**config.mk**
```make
export PLATFORM = sky130hd
export DESIGN_NAME = decimal_length_prefix_deframer
export DESIGN_NICKNAME = d
export VERILOG_FILES = /design/src/dlpd_pkg.sv /design/src/dlpd_front.sv /design/src/dlpd_queue.sv /design/src/dlpd_back.sv /design/src/decimal_length_prefix_deframer.sv
export SDC_FILE = /design/constraint.sdc
export NUM_CORES = 1
export LEC_CHECK = 0
export BUFFER_PORTS_ARGS = -buffer_cell sky130_fd_sc_hd__buf_2
export CORE_ASPECT_RATIO = 0.9
export CORE_MARGIN = 5
export CORE_UTILIZATION = 59
export CTS_BUF_LIST = sky130_fd_sc_hd__clkbuf_16
export CTS_CLUSTER_DIAMETER = 120
export CTS_CLUSTER_SIZE = 14
export DETAILED_ROUTE_END_ITERATION = 10
export GPL_TIMING_DRIVEN = 0
export PLACE_DENSITY = 0.81
export SLEW_MARGIN = 25
export SYNTH_ARGS = -nofsm -noshare
export SYNTH_HDL_FRONTEND = slang
export SYNTH_SLANG_ARGS = --single-unit
```
**constraint.sdc**
```tcl
create_clock -name clk -period 3.98 [get_ports clk]
set_input_delay 0.199 -clock clk [delete_from_list [all_inputs] [get_ports clk]]
set_output_delay 0.199 -clock clk [all_outputs]
set_load 0.03 [all_outputs]
```
**src/dlpd_pkg.sv**
```systemverilog
// ============================================================================
// dlpd_pkg
// Types and constants shared by the deframer's front end, queue and back end.
// ============================================================================
package dlpd_pkg;

    localparam int DEFAULT_LENGTH_BITS = 24;
    localparam int MAX_LEN_BITS        = 24;
    localparam int CFG_ADDR_BITS       = 3;
    localparam int CFG_DATA_BITS       = 32;

    localparam logic [MAX_LEN_BITS-1:0] MAX_LEN_RESET = 24'd65535;

    // Register index, taken from the word address.
    localparam logic REG_MAX_MESSAGE_LENGTH = 1'b0;

    localparam logic [7:0] CHAR_COLON = 8'h3A;
    localparam logic [7:0] CHAR_PLUS  = 8'h2B;
    localparam logic [7:0] CHAR_MINUS = 8'h2D;
    localparam logic [7:0] CHAR_SPACE = 8'h20;
    localparam logic [7:0] CHAR_TAB   = 8'h09;
    localparam logic [7:0] CHAR_CR    = 8'h0D;
    localparam logic [7:0] CHAR_ZERO  = 8'h30;
    localparam logic [7:0] CHAR_NINE  = 8'h39;

    typedef enum logic [2:0] {
        PH_SKIP_WS,
        PH_SIGN,
        PH_DIGITS,
        PH_IGNORE,
        PH_BODY,
        PH_DEAD
    } phase_t;

    typedef enum logic [1:0] {
        KIND_BODY,
        KIND_LAST,
        KIND_ERROR
    } kind_t;

    // One request from the front end to the back end.
    typedef struct packed {
        logic [7:0] data;
        kind_t      kind;
    } request_t;

endpackage

```
**src/dlpd_front.sv**
```systemverilog
// ============================================================================
// dlpd_front
// Header parser: classifies each stream byte and issues body and error requests.
// ============================================================================
module dlpd_front #(
    parameter int LENGTH_BITS = dlpd_pkg::DEFAULT_LENGTH_BITS
) (
    input  logic                                clk,
    input  logic                                rst_n,
    input  logic [7:0]                          stream_byte,
    input  logic                                in_valid,
    output logic                                in_ready,
    input  logic [dlpd_pkg::MAX_LEN_BITS-1:0]   max_message_length,
    input  logic                                queue_full,
    output logic                                push,
    output dlpd_pkg::request_t                  push_req
);

    localparam int CMP_BITS = (LENGTH_BITS > dlpd_pkg::MAX_LEN_BITS) ?
                              LENGTH_BITS : dlpd_pkg::MAX_LEN_BITS;

    dlpd_pkg::phase_t       phase_reg, phase_next;
    logic [LENGTH_BITS-1:0] acc_reg, acc_next;
    logic [LENGTH_BITS-1:0] left_reg, left_next;
    logic                   neg_reg, neg_next;
    logic                   ovf_reg, ovf_next;

    logic                   accept;
    logic                   is_blank, is_digit, is_colon;
    logic [LENGTH_BITS+3:0] times_ten;
    logic                   digit_ovf;
    logic                   header_bad;

    assign in_ready = !queue_full;
    assign accept   = in_valid && in_ready;

    assign is_colon = (stream_byte == dlpd_pkg::CHAR_COLON);
    assign is_blank = (stream_byte == dlpd_pkg::CHAR_SPACE) ||
                      ((stream_byte >= dlpd_pkg::CHAR_TAB) &&
                       (stream_byte <= dlpd_pkg::CHAR_CR));
    assign is_digit = (stream_byte >= dlpd_pkg::CHAR_ZERO) &&
                      (stream_byte <= dlpd_pkg::CHAR_NINE);

    // acc * 10 + digit, built from two shifts; the top four bits flag overflow.
    assign times_ten = {1'b0, acc_reg, 3'b000} + {3'b000, acc_reg, 1'b0} +
                       {{LENGTH_BITS{1'b0}}, stream_byte[3:0]};
    assign digit_ovf = |times_ten[LENGTH_BITS+3:LENGTH_BITS];

    assign header_bad = neg_reg || ovf_reg || (acc_reg == '0) ||
                        (CMP_BITS'(acc_reg) > CMP_BITS'(max_message_length));

    always_ff @(posedge clk or negedge rst_n)
    begin
        if (!rst_n)
        begin
            phase_reg <= dlpd_pkg::PH_SKIP_WS;
            acc_reg   <= '0;
            left_reg  <= '0;
            neg_reg   <= 1'b0;
            ovf_reg   <= 1'b0;
        end
        else
        begin
            phase_reg <= phase_next;
            acc_reg   <= acc_next;
            left_reg  <= left_next;
            neg_reg   <= neg_next;
            ovf_reg   <= ovf_next;
        end
    end

    always_comb
    begin
        phase_next    = phase_reg;
        acc_next      = acc_reg;
        left_next     = left_reg;
        neg_next      = neg_reg;
        ovf_next      = ovf_reg;
        push          = 1'b0;
        push_req.data = stream_byte;
        push_req.kind = dlpd_pkg::KIND_BODY;

        if (accept)
        begin
            unique case (phase_reg) inside
                dlpd_pkg::PH_DEAD:
                begin
                end
                dlpd_pkg::PH_BODY:
                begin
                    push = 1'b1;
                    if (left_reg <= LENGTH_BITS'(1))
                    begin
                        push_req.kind = dlpd_pkg::KIND_LAST;
                        left_next     = '0;
                        phase_next    = dlpd_pkg::PH_SKIP_WS;
                        acc_next      = '0;
                        neg_next      = 1'b0;
                        ovf_next      = 1'b0;
                    end
                    else
                    begin
                        left_next = left_reg - LENGTH_BITS'(1);
                    end
                end
                default:
                begin
                    if (is_colon)
                    begin
                        if (header_bad)
                        begin
                            push          = 1'b1;
                            push_req.data = 8'h00;
                            push_req.kind = dlpd_pkg::KIND_ERROR;
                            phase_next    = dlpd_pkg::PH_DEAD;
                        end
                        else
                        begin
                            left_next  = acc_reg;
                            phase_next = dlpd_pkg::PH_BODY;
                        end
                    end
                    else if ((phase_reg == dlpd_pkg::PH_SKIP_WS) && is_blank)
                    begin
                        phase_next = dlpd_pkg::PH_SKIP_WS;
                    end
                    else if ((phase_reg == dlpd_pkg::PH_SKIP_WS) &&
                             (stream_byte == dlpd_pkg::CHAR_PLUS))
                    begin
                        phase_next = dlpd_pkg::PH_SIGN;
                    end
                    else if ((phase_reg == dlpd_pkg::PH_SKIP_WS) &&
                             (stream_byte == dlpd_pkg::CHAR_MINUS))
                    begin
                        neg_next   = 1'b1;
                        phase_next = dlpd_pkg::PH_SIGN;
                    end
                    else if (is_digit && (phase_reg != dlpd_pkg::PH_IGNORE))
                    begin
                        phase_next = dlpd_pkg::PH_DIGITS;
                        // Once saturated, further digits leave the value alone.
                        if (!ovf_reg)
                        begin
                            if (digit_ovf)
                            begin
                                ovf_next = 1'b1;
                                acc_next = '1;
                            end
                            else
                            begin
                                acc_next = times_ten[LENGTH_BITS-1:0];
                            end
                        end
                    end
                    else
                    begin
                        phase_next = dlpd_pkg::PH_IGNORE;
                    end
                end
            endcase
        end
    end

endmodule

```
**src/dlpd_queue.sv**
```systemverilog
// ============================================================================
// dlpd_queue
// Two-slot request queue between the front end and the back end.
// ============================================================================
module dlpd_queue (
    input  logic               clk,
    input  logic               rst_n,
    input  logic               push,
    input  dlpd_pkg::request_t push_req,
    output logic               full,
    input  logic               pop,
    output logic               empty,
    output dlpd_pkg::request_t head
);

    logic [1:0]         count_reg, count_next;
    logic [1:0]         kept;
    dlpd_pkg::request_t head_reg, head_next;
    dlpd_pkg::request_t tail_reg, tail_next;

    assign full  = (count_reg == 2'd2);
    assign empty = (count_reg == 2'd0);
    assign head  = head_reg;

    always_ff @(posedge clk or negedge rst_n)
    begin
        if (!rst_n)
        begin
            count_reg <= 2'd0;
        end
        else
        begin
            count_reg <= count_next;
        end
    end

    always_ff @(posedge clk)
    begin
        head_reg <= head_next;
        tail_reg <= tail_next;
    end

    always_comb
    begin
        head_next = head_reg;
        tail_next = tail_reg;
        // Requests left after this cycle's pop; the tail moves up on a pop.
        kept      = count_reg - {1'b0, pop};
        if (pop)
        begin
            head_next = tail_reg;
        end
        if (push)
        begin
            if (kept == 2'd0)
            begin
                head_next = push_req;
            end
            else
            begin
                tail_next = push_req;
            end
        end
        count_next = kept + {1'b0, push};
    end

endmodule

```
**src/dlpd_back.sv**
```systemverilog
// ============================================================================
// dlpd_back
// Decodes queued requests into result fields and holds them in the output register.
// ============================================================================
module dlpd_back (
    input  logic               clk,
    input  logic               rst_n,
    input  logic               empty,
    input  dlpd_pkg::request_t head,
    output logic               pop,
    output logic [7:0]         body_byte,
    output logic               last_of_message,
    output logic               header_error,
    output logic               out_valid,
    input  logic               out_ready
);

    logic       valid_reg, valid_next;
    logic [7:0] byte_reg, byte_next;
    logic       last_reg, last_next;
    logic       err_reg, err_next;

    assign pop             = !empty && (!valid_reg || out_ready);
    assign out_valid       = valid_reg;
    assign body_byte       = byte_reg;
    assign last_of_message = last_reg;
    assign header_error    = err_reg;

    always_ff @(posedge clk or negedge rst_n)
    begin
        if (!rst_n)
        begin
            valid_reg <= 1'b0;
        end
        else
        begin
            valid_reg <= valid_next;
        end
    end

    always_ff @(posedge clk)
    begin
        byte_reg <= byte_next;
        last_reg <= last_next;
        err_reg  <= err_next;
    end

    always_comb
    begin
        valid_next = valid_reg;
        byte_next  = byte_reg;
        last_next  = last_reg;
        err_next   = err_reg;
        if (pop)
        begin
            valid_next = 1'b1;
            byte_next  = head.data;
            last_next  = 1'b0;
            err_next   = 1'b0;
            unique case (head.kind)
                dlpd_pkg::KIND_BODY:
                begin
                end
                dlpd_pkg::KIND_LAST:
                begin
                    last_next = 1'b1;
                end
                dlpd_pkg::KIND_ERROR:
                begin
                    byte_next = 8'h00;
                    err_next  = 1'b1;
                end
                default:
                begin
                end
            endcase
        end
        else if (out_ready)
        begin
            valid_next = 1'b0;
        end
    end

endmodule

```
**src/decimal_length_prefix_deframer.sv**
```systemverilog
// ============================================================================
// decimal_length_prefix_deframer
// Splits a byte stream of "<decimal length>:<body>" messages into body bytes.
// ============================================================================
//
//  Channel   Handshake              Payload
//  -------   ---------------------  ---------------------------------------------
//  in        in_valid / in_ready    stream_byte
//  out       out_valid / out_ready  body_byte, last_of_message, header_error
//  cfg       APB write/read         max_message_length at byte address 0
//
//  One stream byte is taken every cycle while the queue has room; a result
//  passes through a queue slot, then the output register, and results leave
//  at one per cycle while out_ready is high. The header parser updates its
//  length with one multiply by ten per digit. A stalled output fills the
//  two-slot queue and then holds in_ready low. Reset clears the parser, the
//  queue and the output valid, and sets max_message_length to 65535. After a
//  header error all input is taken and dropped until reset.
//
module decimal_length_prefix_deframer #(
    parameter int LENGTH_BITS = dlpd_pkg::DEFAULT_LENGTH_BITS
) (
    input  logic                               clk,
    input  logic                               rst_n,
    input  logic [7:0]                         stream_byte,
    input  logic                               in_valid,
    output logic                               in_ready,
    output logic [7:0]                         body_byte,
    output logic                               last_of_message,
    output logic                               header_error,
    output logic                               out_valid,
    input  logic                               out_ready,
    input  logic                               psel,
    input  logic                               penable,
    input  logic                               pwrite,
    input  logic [dlpd_pkg::CFG_ADDR_BITS-1:0] paddr,
    input  logic [dlpd_pkg::CFG_DATA_BITS-1:0] pwdata,
    output logic [dlpd_pkg::CFG_DATA_BITS-1:0] prdata,
    output logic                               pready
);

    logic [dlpd_pkg::MAX_LEN_BITS-1:0] max_len_reg, max_len_next;
    logic                              reg_hit;

    logic               push, pop, full, empty;
    dlpd_pkg::request_t push_req, head;

    assign pready  = 1'b1;
    assign reg_hit = (paddr[2] == dlpd_pkg::REG_MAX_MESSAGE_LENGTH);
    assign prdata  = reg_hit ? dlpd_pkg::CFG_DATA_BITS'(max_len_reg) : '0;

    always_ff @(posedge clk or negedge rst_n)
    begin
        if (!rst_n)
        begin
            max_len_reg <= dlpd_pkg::MAX_LEN_RESET;
        end
        else
        begin
            max_len_reg <= max_len_next;
        end
    end

    always_comb
    begin
        max_len_next = max_len_reg;
        if (psel && penable && pwrite && pready && reg_hit)
        begin
            max_len_next = pwdata[dlpd_pkg::MAX_LEN_BITS-1:0];
        end
    end

    dlpd_front #(
        .LENGTH_BITS (LENGTH_BITS)
    ) u_front (
        .clk                (clk),
        .rst_n              (rst_n),
        .stream_byte        (stream_byte),
        .in_valid           (in_valid),
        .in_ready           (in_ready),
        .max_message_length (max_len_reg),
        .queue_full         (full),
        .push               (push),
        .push_req           (push_req)
    );

    dlpd_queue u_queue (
        .clk      (clk),
        .rst_n    (rst_n),
        .push     (push),
        .push_req (push_req),
        .full     (full),
        .pop      (pop),
        .empty    (empty),
        .head     (head)
    );

    dlpd_back u_back (
        .clk             (clk),
        .rst_n           (rst_n),
        .empty           (empty),
        .head            (head),
        .pop             (pop),
        .body_byte       (body_byte),
        .last_of_message (last_of_message),
        .header_error    (header_error),
        .out_valid       (out_valid),
        .out_ready       (out_ready)
    );

endmodule

```
# Yosys cells after proc, flatten, opt, wreduce, memory -nomap -nowiden
# Index checks and enable logic that the tools add are counted.
# Widths: inputs -> output; s select.
dict set report classes {
  add_sub_neg 5
  magnitude_cmp 6
  eq_ne 17
  muxes 53
  bitwise 3
  n_reduce_logical 35
}
# cell count
set ops {}
lappend ops {{$mux 24} 12}
lappend ops {{$pmux 24 s2} 2}
lappend ops {{$mux 10} 6}
lappend ops {{$eq 8x6->1 const B} 4}
lappend ops {{$add 27x25->28} 1}
lappend ops {{$add 28x4->28} 1}
lappend ops {{$gt 24x24->1} 1}
lappend ops {{$le 24x1->1 const B} 1}
lappend ops {{$logic_not 24->1} 1}
lappend ops {{$sub 24x1->24 const B} 1}
lappend ops {{$mux 1} 22}
lappend ops {{$mux 3} 4}
lappend ops {{$logic_and 1x1->1} 11}
lappend ops {{$reduce_and 9->1} 1}
lappend ops {{$ge 8x4->1 const B} 1}
lappend ops {{$ge 8x6->1 const B} 1}
lappend ops {{$le 8x4->1 const B} 1}
lappend ops {{$le 8x6->1 const B} 1}
lappend ops {{$mux 8} 1}
lappend ops {{$ne 2x2->1 const B} 4}
lappend ops {{$reduce_and 8->1} 1}
lappend ops {{$reduce_bool 2->1} 4}
lappend ops {{$reduce_and 7->1} 1}
lappend ops {{$eq 3x3->1 const B} 2}
lappend ops {{20 further kinds} 34}
dict set report totals {
  ff_bits 110
  inputBits 50
  output_inout_bits 45
  word_cells 134
}

# Depth between registers and ports, before layout
dict set report logic_depth {
  word_depth 11
  ltp_mapped 13
  ltp_nobuf 12
}

# Modules after synthesis
# Synthesis repeated with hierarchy kept, for this count alone.
dict set report hier_totals {
  hier_cells 763
  hier_area_um2 7613.6
}
# module n_inst cells_each area_each_um2
set modules_own_cells {}
lappend modules_own_cells {dlpd_front 1 595 4996.0}
lappend modules_own_cells {decimal_length_prefix_deframer 1 88 1247.4}
lappend modules_own_cells {dlpd_queue 1 54 948.4}
lappend modules_own_cells {dlpd_back 1 26 421.7}

# Worst setup path before layout
# No wires, ideal clock.
dict set report synth_timing {
  path_kind {reg2reg}
  startpoint {register u_front.acc_reg[0]}
  endpoint {register u_front.acc_reg[13]}
  setup_time_ps 141
  arrival_ps 2946
  required_time_ps 3839
  setup_slack_ps 893
  path_stages_with_launch 12
  path_buffers 1
  period_less_slack_ps 3087
  path_cell_list {dfrtp_1 fa_1 fa_1 a211oi_1 o211ai_1 nand3_1 nand2_1 o21ai_0 o311ai_0 a21oi_1 clkbuf_1 a31oi_1}
}
dict set report synth_between {
  elab_chain_len 11
}
# item line_no
set synth_rtl {}
lappend synth_rtl {{start: declaration} dlpd_front.sv:23} ;# logic [LENGTH_BITS-1:0] acc_reg, acc_next;
lappend synth_rtl {{start signal: assignment} dlpd_front.sv:65} ;# acc_reg <= acc_next;
lappend synth_rtl {{$add 27x25->28 *} dlpd_front.sv:45} ;# assign times_ten = {1'b0, acc_reg, 3'b000} + {3'b000, acc_reg, 1'b0} +
lappend synth_rtl {{$add 28x4->28 *} dlpd_front.sv:45}
lappend synth_rtl {{$reduce_or 4->1} dlpd_front.sv:47} ;# assign digit_ovf = |times_ten[LENGTH_BITS+3:LENGTH_BITS];
lappend synth_rtl {{$mux 24 *} dlpd_front.sv:144} ;# if (digit_ovf)
lappend synth_rtl {{$mux 24 *} dlpd_front.sv:142} ;# if (!ovf_reg)
lappend synth_rtl {{$mux 24 *} dlpd_front.sv:138} ;# else if (is_digit && (phase_reg != dlpd_pkg::PH_IGNORE))
lappend synth_rtl {{$mux 24 *} dlpd_front.sv:132} ;# else if ((phase_reg == dlpd_pkg::PH_SKIP_WS) &&
lappend synth_rtl {{$mux 24 *} dlpd_front.sv:127} ;# else if ((phase_reg == dlpd_pkg::PH_SKIP_WS) &&
lappend synth_rtl {{$mux 24 *} dlpd_front.sv:123} ;# else if ((phase_reg == dlpd_pkg::PH_SKIP_WS) && is_blank)
lappend synth_rtl {{$mux 24 *} dlpd_front.sv:108} ;# if (is_colon)
lappend synth_rtl {{$pmux 24 s2 *} dlpd_front.sv:85} ;# unique case (phase_reg) inside
# Every way passes the cells marked *; elsewhere a longest branch is shown, timed or not. The select of a mux whose other input is x is not followed.
# A chain may end at the register's enable or synchronous reset.

# Worst setup path in the final report
dict set report layout_timing {
  startpoint {register u_front.acc_reg[2]}
  endpoint {register u_front.acc_reg[13]}
}
# Same word-level chain as after synthesis.

==> results.cfg <==
[grt]
grt_util_all_layers = 0.256
antenna_found_initial = 0
grt_max_degree = 47
grt_pass1_vias = 6265
overflow = 0
grt_pass1_wl_mm = 30.8

[routing]
drtIter0Drc = 480
drc = 0
antenna_left = 0
num_vias = 6494
routed_wl_mm = 18.8
wl_per_cell_um = 17.6
vias_per_cell = 6.07
dr.pass1.iters = 5

[worst_hold_path]
hp-class = input pin to register

[synth]
ys_ff_latch = 110
synthCells = 804
synth_commonest_cells = o21ai_0 (86), ha_1 (75), nor2_1 (66)
synth_top_area_cell = dfrtp_1
ys_async_sr_fraction = 0.727
synthDominantCellAreaShare = 0.215
synth_ff_type = dfrtp_1
yosysWarnings = 0
synth.cell_area_mm2 = 0.00744
synth_most_common_cell = o21ai_0
synth.distinct_cells = 64
ys_seq_area_frac = 0.379
synth_area_leaders = dfrtp_1 (22%), ha_1 (13%), edfxtp_1 (8.1%), mux2_2 (6.1%), o21ai_0 (5.8%)
avgSynthCellArea_um2 = 9.26
synth_edf_count = 20

[cells_and_area]
area_growth_pct = 13.2
layout.nets = 1027
drive_gt1_frac = 0.200
diodes = 0
design_area_mm2 = 0.00843

[die]
start_util = 0.594
coreArea_mm2 = 0.0125
fp.dieW_um = 128
die_h_um = 117
pin_count = 95
fp-row-count = 39
die_area_mm2 = 0.0150

[cts]
numCtsBuffers = 9
clk_pin_slew_worst_paths_ns = 0.08
cts_tree = done
clockRootBuffer = clkbuf_16
htree_levels = 3
insertion_delay_ns = 0.35
cts.sink_count = 110
clockBufferDepth = 2

[sta]
worstMarginPinSlew_ns = 0.968
setup_tns_ns = 0
finalHoldViolations = 0
slew-limit-headroom = 0.349
finalCritPeriodShare = 0.922
fmax_ghz = 0.272
setup_viol = 0
drv_slew = 0
rsz0062_at_grt = no
finalCriticalPeriod_ns = 3.67
finClkSkew_ns = 0.00792

[critical_path]
end_kind = register
required_ns = 4.20
reg2reg_slack_ns = 0.31
cp_max_fo = 10
startpoint_type = register
critical_path_class = register to register
arrival_ns = 3.89

[placement]
hpwl_mm = 14.2
place.gp.congestion = 0.959
port_buffers = 74
place_area_mm2 = 0.00808

[power_and_ir_drop]
p_per_area_mw_per_mm2 = 686
p_leak_nw = 4.04
peakVddDrop_mv = 0.536

[job]
drv_cap = 0

[run_status]
status = complete, no violations
[cell type report]
class / instances / area [um2]
multi-input cells: 620 / 4300
repair buffers: 78 / 423
well taps: 164 / 205
clock buffers: 9 / 225
plain buffers: 41 / 201
flip-flops and latches: 110 / 2820
fillers: 990 / 4110
inverters: 40 / 150
clock inverters: 7 / 100
[logic make-up (layout without fill, tap and decap cells)]
kind of cell               Yosys count  count (layout)  share of synthesized area
AOI/OAI and AO/OA                  237             237                      0.196
and+or+nand+nor                    232             232                      0.155
DFF                                110             110                      0.379
buffers and inverters               81             175                     0.0469
adders and majority gates           77              77                      0.131
muxes                               44              44                     0.0659
xor gates and xnor gates            21              21                     0.0247
other                                2               9                    0.00101
[timing repair]
action,in CTS,in global routing
pin swaps,0,0
hold endpoints to repair,19,0
gates resized for setup,1,2
hold buffers,1,0
setup endpoints to repair,10,14
setup buffers,0,1
[worst paths after layout]
kind	start	endpoint	cells after the start
max	u_front.acc_reg[2]	u_front.acc_reg[13]	11
min	out_ready	u_back.out_valid	2
max reg2reg	u_front.acc_reg[2]	u_front.acc_reg[13]	11
min reg2reg	u_front.left_reg[14]	u_front.left_reg[14]	1
max in group asynchronous	rst_n	max_len_reg[11]	3
min in group asynchronous	rst_n	max_len_reg[17]	2
[per-stage QoR]
stage                     worst slack, ns  total power, mW  hold WS [ns]  cells  utilization
after global placement           -0.00103             4.60         0.407   1049        0.642
after floorplan                     0.893             3.94       -0.0966    811            -
after CTS                          0.0990             5.73        0.0552   1068        0.671
after global routing               0.0372             6.19        0.0522   1069        0.672
after detailed placement          -0.0670             4.71         0.193   1051        0.644
final                               0.309             5.78        0.0628   1069        0.672
[placed cells by master (no fill, tap or decap), types with 7 or more instances in the layout]
| cell type | n |
|---|---|
| dfxtp_1 | 10 |
| nor2_1 | 66 |
| o21ai_0 | 86 |
| nor4_1 | 14 |
| nand4_1 | 14 |
| buf_4 | 12 |
| nand2_1 | 54 |
| ha_1 | 75 |
| dfrtp_1 | 64 |
| conb_1 | 9 |
| inv_1 | 40 |
| buf_2 | 80 |
| clkbuf_16 | 9 |
| clkbuf_1 | 23 |
| edfxtp_1 | 20 |
| mux2_2 | 40 |
| a31oi_1 | 19 |
| nor3_1 | 19 |
| a21oi_1 | 51 |
| dfstp_2 | 16 |
| nand3_1 | 13 |
| a21o_1 | 20 |
| xor2_1 | 11 |
| and2_1 | 12 |
| nor2b_1 | 7 |
| xnor2_1 | 10 |
[metal layers]
layer,routed length (um),vias up,global-route usage
met5,0,-,0
met4,454,0,0.0849
met3,1240,41,0.0439
met2,8800,242,0.427
met1,8320,3100,0.341
li1,-,3111,-
[power by group]
group	internal [mW]	total (mW)	switching, mW
registers	1.49	1.85	0.368
logic	1.21	2.93	1.72
clock network	0.560	0.996	0.437
total	3.26	5.78	2.52
[critical path, cell delays in order (launching register included)]
cell and delay (ns):
dfrtp_1 0.53, fa_1 0.52, fa_1 0.51, a211oi_1 0.39
o211ai_1 0.23, nand3_1 0.14, nand2_1 0.08, o21ai_0 0.21
o311ai_0 0.19, a21oi_2 0.29, clkbuf_2 0.31, a31oi_1 0.12
No activity file was read; power rests on OpenSTA's default activity.
